**src/wfpg_pkg.sv**
```systemverilog
// Shared constants, types and the quarter-wave sine table of the foot path generator.
package wfpg_pkg;

  // Sine table depth (quarter wave) and index width
  localparam int SINE_TABLE_DEPTH = 256;
  localparam int K_W = $clog2(SINE_TABLE_DEPTH + 1);

  // Field widths
  localparam int TIME_W = 32;
  localparam int P_W    = 24;
  localparam int C_W    = 16;
  localparam int PH_W   = 12;

  // Milliseconds to seconds*4096: floor(time*512/125) as time*M >> 39,
  // M = ceil(2^48/125); exact for every 32-bit stamp. Two stages: split
  // product, then sum.
  localparam int          RECIP_W  = 42;
  localparam logic [41:0] RECIP_M  = 42'd2251799813686;
  localparam int          RECIP_SH = 39;
  localparam int          M_LO_W   = 21;
  localparam int          A_PW     = TIME_W + M_LO_W;
  localparam int          A_SW     = A_PW + M_LO_W;
  localparam int          A_STAGES = 2;
  localparam int          T_W      = 35;

  // Queue between the timing front and the path back end
  localparam int FIFO_DEPTH = 4;
  localparam int FIFO_AW    = $clog2(FIFO_DEPTH);

  // Register indexes of the configuration port
  localparam logic [1:0] REG_HEIGHT = 2'd0;
  localparam logic [1:0] REG_WIDTH  = 2'd1;
  localparam logic [1:0] REG_PERIOD = 2'd2;

  localparam logic [P_W-1:0] PERIOD_RESET = 24'd4096;

  // Item passed from the front to the back end
  typedef struct packed {
    logic            active;
    logic [PH_W-1:0] phase;
  } front_item_t;

  typedef logic [12:0] sine_tbl_t [0:SINE_TABLE_DEPTH];

  // Build round(4096*sin(pi/2*i/D)) with a Taylor series in Q30
  function automatic sine_tbl_t build_sine();
    sine_tbl_t   tb;
    logic [63:0] x;
    logic [63:0] sum;
    logic [63:0] term;
    logic [63:0] rnd;
    for (int i = 0; i <= SINE_TABLE_DEPTH; i++) begin
      x    = (64'd1686629713 * 64'(i)) / SINE_TABLE_DEPTH;
      sum  = x;
      term = x;
      for (int k = 1; k <= 8; k++) begin
        term = (term * x) >> 30;
        term = (term * x) >> 30;
        case (k)
          1: term = term / 6;
          2: term = term / 20;
          3: term = term / 42;
          4: term = term / 72;
          5: term = term / 110;
          6: term = term / 156;
          7: term = term / 210;
          default: term = term / 272;
        endcase
        if ((k % 2) == 1) begin
          sum = sum - term;
        end else begin
          sum = sum + term;
        end
      end
      rnd   = (sum * 64'd4096 + 64'd536870912) >> 30;
      tb[i] = rnd[12:0];
    end
    return tb;
  endfunction

  localparam sine_tbl_t SINE_TBL = build_sine();

endpackage

```
**src/wfpg_fifo.sv**
```systemverilog
// Short item queue between the timing front and the path back end.
module wfpg_fifo (
  input  logic                  clk_i,
  input  logic                  rst_ni,
  input  logic                  push_i,
  input  wfpg_pkg::front_item_t push_item_i,
  input  logic                  pop_i,
  output wfpg_pkg::front_item_t pop_item_o,
  output logic                  full_o,
  output logic                  empty_o
);
  import wfpg_pkg::*;

  front_item_t          mem_q [FIFO_DEPTH];
  logic [FIFO_AW-1:0]   wr_q;
  logic [FIFO_AW-1:0]   rd_q;
  logic [FIFO_AW:0]     cnt_q;
  logic                 do_push;
  logic                 do_pop;

  assign full_o     = (cnt_q == (FIFO_AW+1)'(FIFO_DEPTH));
  assign empty_o    = (cnt_q == '0);
  assign do_push    = push_i && !full_o;
  assign do_pop     = pop_i && !empty_o;
  assign pop_item_o = mem_q[rd_q];

  // Advance pointers and count
  always_ff @(posedge clk_i or negedge rst_ni) begin
    if (!rst_ni) begin
      wr_q  <= '0;
      rd_q  <= '0;
      cnt_q <= '0;
    end else begin
      if (do_push) begin
        wr_q <= wr_q + 1'b1;
      end
      if (do_pop) begin
        rd_q <= rd_q + 1'b1;
      end
      if (do_push && !do_pop) begin
        cnt_q <= cnt_q + 1'b1;
      end else if (do_pop && !do_push) begin
        cnt_q <= cnt_q - 1'b1;
      end
    end
  end

  // Store items
  always_ff @(posedge clk_i) begin
    if (do_push) begin
      mem_q[wr_q] <= push_item_i;
    end
  end

endmodule

```
**config.mk**
```make
export PLATFORM = sky130hd
export DESIGN_NAME = wfpg_fifo
export DESIGN_NICKNAME = d
export VERILOG_FILES = /design/src/wfpg_pkg.sv /design/src/wfpg_fifo.sv
export SDC_FILE = /design/constraint.sdc
export NUM_CORES = 1
export LEC_CHECK = 0
export ABC_AREA = 1
export BUFFER_PORTS_ARGS = -buffer_cell sky130_fd_sc_hd__buf_4
export CAP_MARGIN = 20
export CORE_AREA = 2 2 57 99
export DETAILED_ROUTE_END_ITERATION = 10
export DIE_AREA = 0 0 59 101
export GPL_TIMING_DRIVEN = 0
export PLACE_DENSITY = 0.71
export SLEW_MARGIN = 20
export SYNTH_ARGS = -nofsm -noshare
export SYNTH_HDL_FRONTEND = slang
export SYNTH_SLANG_ARGS = --single-unit
```
**constraint.sdc**
```tcl
create_clock -name clk_i -period 1.71 [get_ports clk_i]
set_input_delay 0.171 -clock clk_i [delete_from_list [all_inputs] [get_ports clk_i]]
set_output_delay 0.171 -clock clk_i [all_outputs]
set_load 0.02 [all_outputs]
```
==> impl_results.md, run 1 <==
* Fmax at 599 MHz
* Clk Latency, worst-skew pair at 340 ps
* Share of Yosys cell area claimed by the top area cell type at 61.4%
* R2r startpoint: cnt_q[2]
* Initial Utilization at 49.2%
* Status: completed
* Final WL at 5110 microns
* Fillers at 393
* Total CTS buffers at 9
* Lkg Pwr at 0.00141 uW
* Clock root cell: clkbuf_8
* Antenna Nets Post-Route at 0
* NumNets Final at 290
* Setup-failing EPs final at 0
* Placed insts at 298
* Num ports at 32
* Hold endpoint: mem_q[0][9]
* 1st-iter DRT viols at 64
* M2 GR Usage at 30.4%
* Power per cell area at 1860 nW/um^2
* Crit path time final at 1670 ps
* Vias at 1706
* GR Util met1 at 18.4%
* Worst Path Arrival at 1900 ps
* Die Wd at 59 microns
* Clock net sink count at 59
* Clk buf depth at 2
* Register area share after synthesis at 68.2%
* Async set-reset flop share out of synthesis at 11.9%
* Global-route wire length before repair at 7400 microns
* Area growth syn-to-layout at 28.1%
* Clk slew on worst S/H paths at 70 ps
* Max-cap viol count at 0
* Main area contributors after synthesis: edfxtp_1 (61%), nand2_1 (8.3%), o211ai_1 (7.1%)
* Hold Fails Final Rpt at 0
* CTS tree: yes
* All-Layer GR Usage at 18.1%
* Reg-to-reg setup timing slack at 40 ps
* Cell area after synthesis at 2540 sq um
* Final instance area at 3260 sq um
* Worst hold-check path type: input pin to flop
* Min-delay src: push_item_i[9]
* Total die area at 5960 sq um
* Chip Height at 101 microns
* Most common cell in the netlist: nand2_1
* DP Area at 2860 sq um
* Finished Layout Cells at 327
* Post-synth top cells: nand2_1 (56), edfxtp_1 (52), inv_1 (42)
* Synthesis Warnings at 0
* Reg2reg end: cnt_q[2]
* Worst Reg-to-Reg Cells at 10
* Req. time, crit path at 1940 ps
* Hold path depth at 1
* Gr ovfl total at 0
* Worst VDD drop at 1150 uV
* Num rows at 35
* Worst slew pin tran at 475 ps
* Vias in the first global route at 1585
* Largest net degree at the start of global routing at 14
* Period utilisation layout at 97.7%
* EDFF count, synth at 52
* Top FF cell, synth: edfxtp_1
* DR WL/cell at 15.6 microns
* Grt met3 use at 4.11%
* Area leader, netlist: edfxtp_1
* First-pass DRT Iterations at 5
* Setup CP Type: flop to flop
* Cells after Synth at 212
* Total core area at 5170 sq um
* Routability cong. at 0.774
* Antenna cells at 0
* Syn Area/Cell at 12.0 sq um
* Distinct cell type count after synthesis at 16
* CP Max Fanout at 4
* Skew final at 8.16 ps
* Crit path capture type: flop
* Crit path launch type: flop
* CTS H-tree lvls at 3
* Fin util at 63.1%
* Relative slew margins at 68.2%
* Layout cells sized above 1 at 30.1%
* Port bufs at 31
* Drc violations at 0
* Slew Viols, Final at 0
* Hpwl dp at 3150 microns
* Via density at 5.22
* GRT busiest layer: met2
* Initial antenna violation count at 0
* Flops & latches, synth at 59
* Syn Nets at 235
## flip-flops by register name, summed over array words and instances, names as in the netlist
name and count:
mem_q 52, rd_q 2, cnt_q 3, wr_q 2
## timing repair
item / CTS / global route
cloned: 0 / 0
hold buffers: 1 / 0
endpoints found under the setup margin: 54 / 25
pin swaps: 2 / 5
resized for setup: 13 / 11
hold endpoints to repair: 7 / 0
buffers inserted: 4 / 8
## per-layer routing
metal,vias up,share of wire (%)
met1,814,35
met3,11,4.9
met4,0,3.5
met5,-,0
met2,65,56
li1,816,-
## stage by stage
stage          setup slack (ps)  hold slack [ps]  total power [uW]  setup TNS, ps
2_1_floorplan              19.4             -125              3580              0
3_3_place_gp               -430            -8.84              4360         -22090
3_5_place_dp               -218            -7.37              4420          -5510
4_1_cts                   -12.3             19.4              5890          -70.1
5_1_grt                   -41.2             23.3              6390           -176
6_report                   39.4             29.5              6080              0
## cell usage in the layout (no fill, tap or decap), types with 2 or more instances in the layout
cell | netlist | layout
clkbuf_8 | 0 | 9
ha_1 | 5 | 4
dfrtp_1 | 7 | 6
nand2_4 | 0 | 2
o211ai_1 | 24 | 24
buf_6 | 6 | 6
nand3_1 | 7 | 5
o211ai_2 | 2 | 2
clkinv_1 | 0 | 4
inv_2 | 2 | 4
inv_4 | 0 | 3
inv_1 | 42 | 37
bufinv_16 | 0 | 2
edfxtp_1 | 52 | 52
nor2_4 | 0 | 4
nand3_4 | 0 | 2
nand2_1 | 56 | 54
buf_4 | 1 | 43
## power breakdown
group / leakage, uW / internal, uW / switching [uW]
combinational: 0.000754 / 1080 / 1600
clock: 0.0000994 / 799 / 515
sequential: 0.000560 / 1930 / 148
## worst max-delay path by stage
stage,startpoint,endpoint,slack (ps)
final,cnt_q[2],cnt_q[2],40
after global routing,cnt_q[2],cnt_q[2],-40
after CTS,cnt_q[2],cnt_q[2],-10
after detailed placement,cnt_q[0],cnt_q[1],-220
after global placement,cnt_q[0],mem_q[0][6],-430
after floorplan,cnt_q[0],cnt_q[1],20
## cells by family after synthesis
group	Yosys count	share of synthesized area (%)
compound gates	27	8.26
simple gates	68	10.5
xor+xnor	1	0.344
buf+inv	51	9.44
fa+ha+maj	6	3.24
flops	59	68.2
## final cells by class
cell class                      instances  area [sq um]  area share [%]
Sequential cell                        59          1740            53.3
Multi-Input combinational cell        102           653            20.0
Timing Repair Buffer                   44           345            10.6
Inverter                               44           173            5.30
Clock buffer                            9           124            3.80
Clock inverter                          7          82.6            2.53
Buffer                                  7          75.1            2.30
Tap cell                               55          68.8            2.11
## worst max-delay path, stage by stage (launching register included)
cell and delay [ps]:
dfrtp_2 440, inv_2 100, nand3_4 110, nand2_4 100, ha_4 150, inv_4 40, fa_2 350, nand2_1 90
nand3_1 80, nand2_1 60, nand2_1 40
Note: power is estimated with default switching activity, not from simulation.
==> run 2, diff against run 1 <==
--- a/config.mk
+++ b/config.mk
@@ -8,12 +8,15 @@
 export ABC_AREA = 1
 export BUFFER_PORTS_ARGS = -buffer_cell sky130_fd_sc_hd__buf_4
 export CAP_MARGIN = 20
-export CORE_AREA = 2 2 57 99
+export CELL_PAD_IN_SITES_DETAIL_PLACEMENT = 1
+export CELL_PAD_IN_SITES_GLOBAL_PLACEMENT = 1
+export CORE_AREA = 2 2 63 110
 export DETAILED_ROUTE_END_ITERATION = 10
-export DIE_AREA = 0 0 59 101
+export DIE_AREA = 0 0 65 112
 export GPL_TIMING_DRIVEN = 0
 export PLACE_DENSITY = 0.71
 export SLEW_MARGIN = 20
 export SYNTH_ARGS = -nofsm -noshare
 export SYNTH_HDL_FRONTEND = slang
 export SYNTH_SLANG_ARGS = --single-unit
+export TNS_END_PERCENT = 1
==> impl_results.md, run 2 (synthesis results as in run 1) <==
* Status: completed (unchanged)
* Crit path time final at 1690 ps (was 1670 ps)
* 1st-iter DRT viols at 41 (was 64)
* Gr ovfl total at 0 (unchanged)
* Total die area at 7280 sq um (was 5960 sq um)
* Num ports at 32 (unchanged)
* Comb power frac at 41.3% (was 44.2%)
* Reg-to-reg setup timing slack at 20 ps (was 40 ps)
* Clock net sink count at 59 (unchanged)
* Chip Height at 112 microns (was 101 microns)
* Req. time, crit path at 1910 ps (was 1940 ps)
* Fin util at 51.6% (was 63.1%)
* Worst hold-check path type: input pin to flop (unchanged)
* CTS tree: yes (unchanged)
* Final instance area at 3300 sq um (was 3260 sq um)
* Total Power at 6310 uW (was 6080 uW)
* First-pass DRT Iterations at 4 (was 5)
* Storage element area at 1740 sq um (about the same)
* Vias in the first global route at 1865 (was 1585)
* Setup TNS at 0 ps (unchanged)
* Largest net degree at the start of global routing at 14 (unchanged)
* Clk slew on worst S/H paths at 50 ps (was 70 ps)
* Routability cong. at 0.700 (was 0.774)
* Clock root cell: clkbuf_16 (was clkbuf_8)
* Initial Utilization at 39.8% (was 49.2%)
* CP Cell Sequence: inv_2 > nand3_4 > nand2_8 > inv_2 > ha_4 > inv_2 > fa_2 > nand2_1 > o21ai_0 (was inv_2 > nand3_4 > nand2_4 > ha_4 > inv_4 > fa_2 > nand2_1 > nand3_1 > nand2_1 > nand2_1)
* Hold Fails Final Rpt at 0 (unchanged)
* Clock network power share at 25.6% (was 21.6%)
* Largest register by flop count: mem_q (unchanged)
* Skew final at 7.37 ps (was 8.16 ps)
* CP Buf/Inv Count at 3 (was 2)
* Largest regs: mem_q x52, cnt_q x3 (unchanged)
* Most frequent cells in the layout: nand2_1 (54), edfxtp_1 (52), inv_1 (37), buf_4 (37), o211ai_1 (24) (was nand2_1 (54), edfxtp_1 (52), buf_4 (43))
* Unrepaired setup endpoints after global routing: true
* Crit path launch type: flop (unchanged)
* Most common cell after layout, fill and taps aside: nand2_1 (unchanged)
* Crit path capture type: flop (unchanged)
* Hold path depth at 1 (unchanged)
* Lkg Pwr at 0.00141 uW (about the same)
* Hold Slack at 49.5 ps (was 29.5 ps)
* DR WL/cell at 16.5 microns (was 15.6 microns)
* All-Layer GR Usage at 17.5% (was 18.1%)
* Antenna cells at 0 (unchanged)
* Fillers at 695 (was 393)
* Relative slew margins at 47.5% (was 68.2%)
* CP peak stage delay at 420 ps (was 440 ps)
* Area of the multi-input gates at 657 sq um (was 653 sq um)
* Critical-path top delay cell: fa_2 (was dfrtp_2)
* Clk Latency, worst-skew pair at 320 ps (was 340 ps)
* Most frequent cell on the critical path: inv_2 (was nand2_1)
* Setup-failing EPs final at 0 (unchanged)
* Power per cell area at 1910 nW/um^2 (was 1860 nW/um^2)
* Critical path origin: cnt_q[0] (was cnt_q[2])
* CTS H-tree lvls at 3 (unchanged)
* Worst slew pin tran at 787 ps (was 475 ps)
* Slew Viols, Final at 0 (unchanged)
* CP endpoint: cnt_q[1] (was cnt_q[2])
* Reported net switching power at 2320 uW (was 2270 uW)
* Global-route wire length before repair at 9180 microns (was 7400 microns)
* Crit path max-delay family: adder cells (unchanged)
* Worst Path Arrival at 1890 ps (was 1900 ps)
* NumNets Final at 283 (was 290)
* Final WL at 5720 microns (was 5110 microns)
* Worst VDD drop at 804 uV (was 1150 uV)
* Total CTS buffers at 9 (unchanged)
* Port bufs at 31 (unchanged)
* R2r startpoint: cnt_q[0] (was cnt_q[2])
* Setup CP Type: flop to flop (unchanged)
* Num rows at 39 (was 35)
* Crit path depth at 9 (was 10)
* Initial antenna violation count at 0 (unchanged)
* Seq pwr share at 33.1% (was 34.1%)
* Die Wd at 65 microns (was 59 microns)
* Via density at 4.83 (was 5.22)
* DP Area at 2890 sq um (was 2860 sq um)
* Largest register FFs at 52 (unchanged)
* Reg2reg end: cnt_q[1] (was cnt_q[2])
* Fmax at 592 MHz (was 599 MHz)
* Hpwl dp at 3810 microns (was 3150 microns)
* Area growth syn-to-layout at 29.5% (was 28.1%)
* Period utilisation layout at 98.7% (was 97.7%)
* Drc violations at 0 (unchanged)
* Clk buf depth at 2 (unchanged)
* Total core area at 6390 sq um (was 5170 sq um)
* Int Pwr at 3980 uW (was 3810 uW)
* CP Max Fanout at 7 (was 4)
* Sw frac at 36.8% (was 37.3%)
* Worst Reg-to-Reg Cells at 9 (was 10)
* Layout cells sized above 1 at 27.9% (was 30.1%)
* Antenna Nets Post-Route at 0 (unchanged)
* Max-cap viol count at 0 (unchanged)
* Vias at 1675 (was 1706)
[run 2: cell types whose count changed in the layout (fill, tap and decap cells not counted), moves of 2 or more]
cell / delta
buf_4: -6
bufinv_16: -2
clkbuf_1: +2
clkbuf_16: +9
clkbuf_8: -7
clkinv_1: -2
inv_2: +2
inv_4: -2
[run 2: worst min-delay path by stage]
| stage | start | endpoint | slack (ps) |
|---|---|---|---|
| global route | push_item_i[6] | mem_q[0][6] | 50 |
| detailed placement | rst_ni | cnt_q[2] | -6 |
| floorplan | rst_ni | cnt_q[0] | -120 |
| finish | push_item_i[3] | mem_q[2][3] | 50 |
| global placement | rst_ni | cnt_q[2] | -7 |
| CTS | push_item_i[9] | mem_q[1][9] | 40 |
[run 2: timing repair]
| action | 4_1_cts | 5_1_grt |
|---|---|---|
| resized for setup | 13 | 8 |
| endpoints found under the hold margin | 7 | 0 |
| endpoints found under the setup margin | 56 | 46 |
| hold buffers | 1 | 0 |
| pin swaps | 2 | 1 |
| buffers inserted | 2 | 3 |
[run 2: power groups by stage]
| stage | logic, uW | clock network (uW) | registers [uW] |
|---|---|---|---|
| 2_1_floorplan | 1520 | 0 | 2060 |
| 3_3_place_gp | 2320 | 0 | 2100 |
| 3_5_place_dp | 2410 | 0 | 2100 |
| 4_1_cts | 2550 | 1630 | 2090 |
| 5_1_grt | 2880 | 1680 | 2120 |
| 6_report | 2600 | 1620 | 2090 |
[run 2: per-layer routing]
layer / vias up / track usage [%] / wire (microns)
met1: 836 / 18.6 / 2160
met4: 0 / 7.80 / 102
met3: 10 / 4.55 / 180
li1: 805 / - / -
met2: 24 / 31.5 / 3280
met5: - / 0 / 0
[run 2: layout make-up]
cell class | instances | area share, %
Buffer | 7 | 2.39
Clock buffer | 13 | 7.90
Clock inverter | 3 | 0.380
Inverter | 44 | 5.09
Multi-Input combinational cell | 102 | 19.9
Sequential cell | 59 | 52.7
Tap cell | 82 | 3.11
Timing Repair Buffer | 37 | 8.50
[run 2: metrics by stage]
stage | setup WS, ps | cells
after global placement | -562 | 325
after floorplan | 19.4 | 212
final | 22.0 | 347
after CTS | -90.2 | 344
after detailed placement | -239 | 325
after global routing | -87.1 | 347
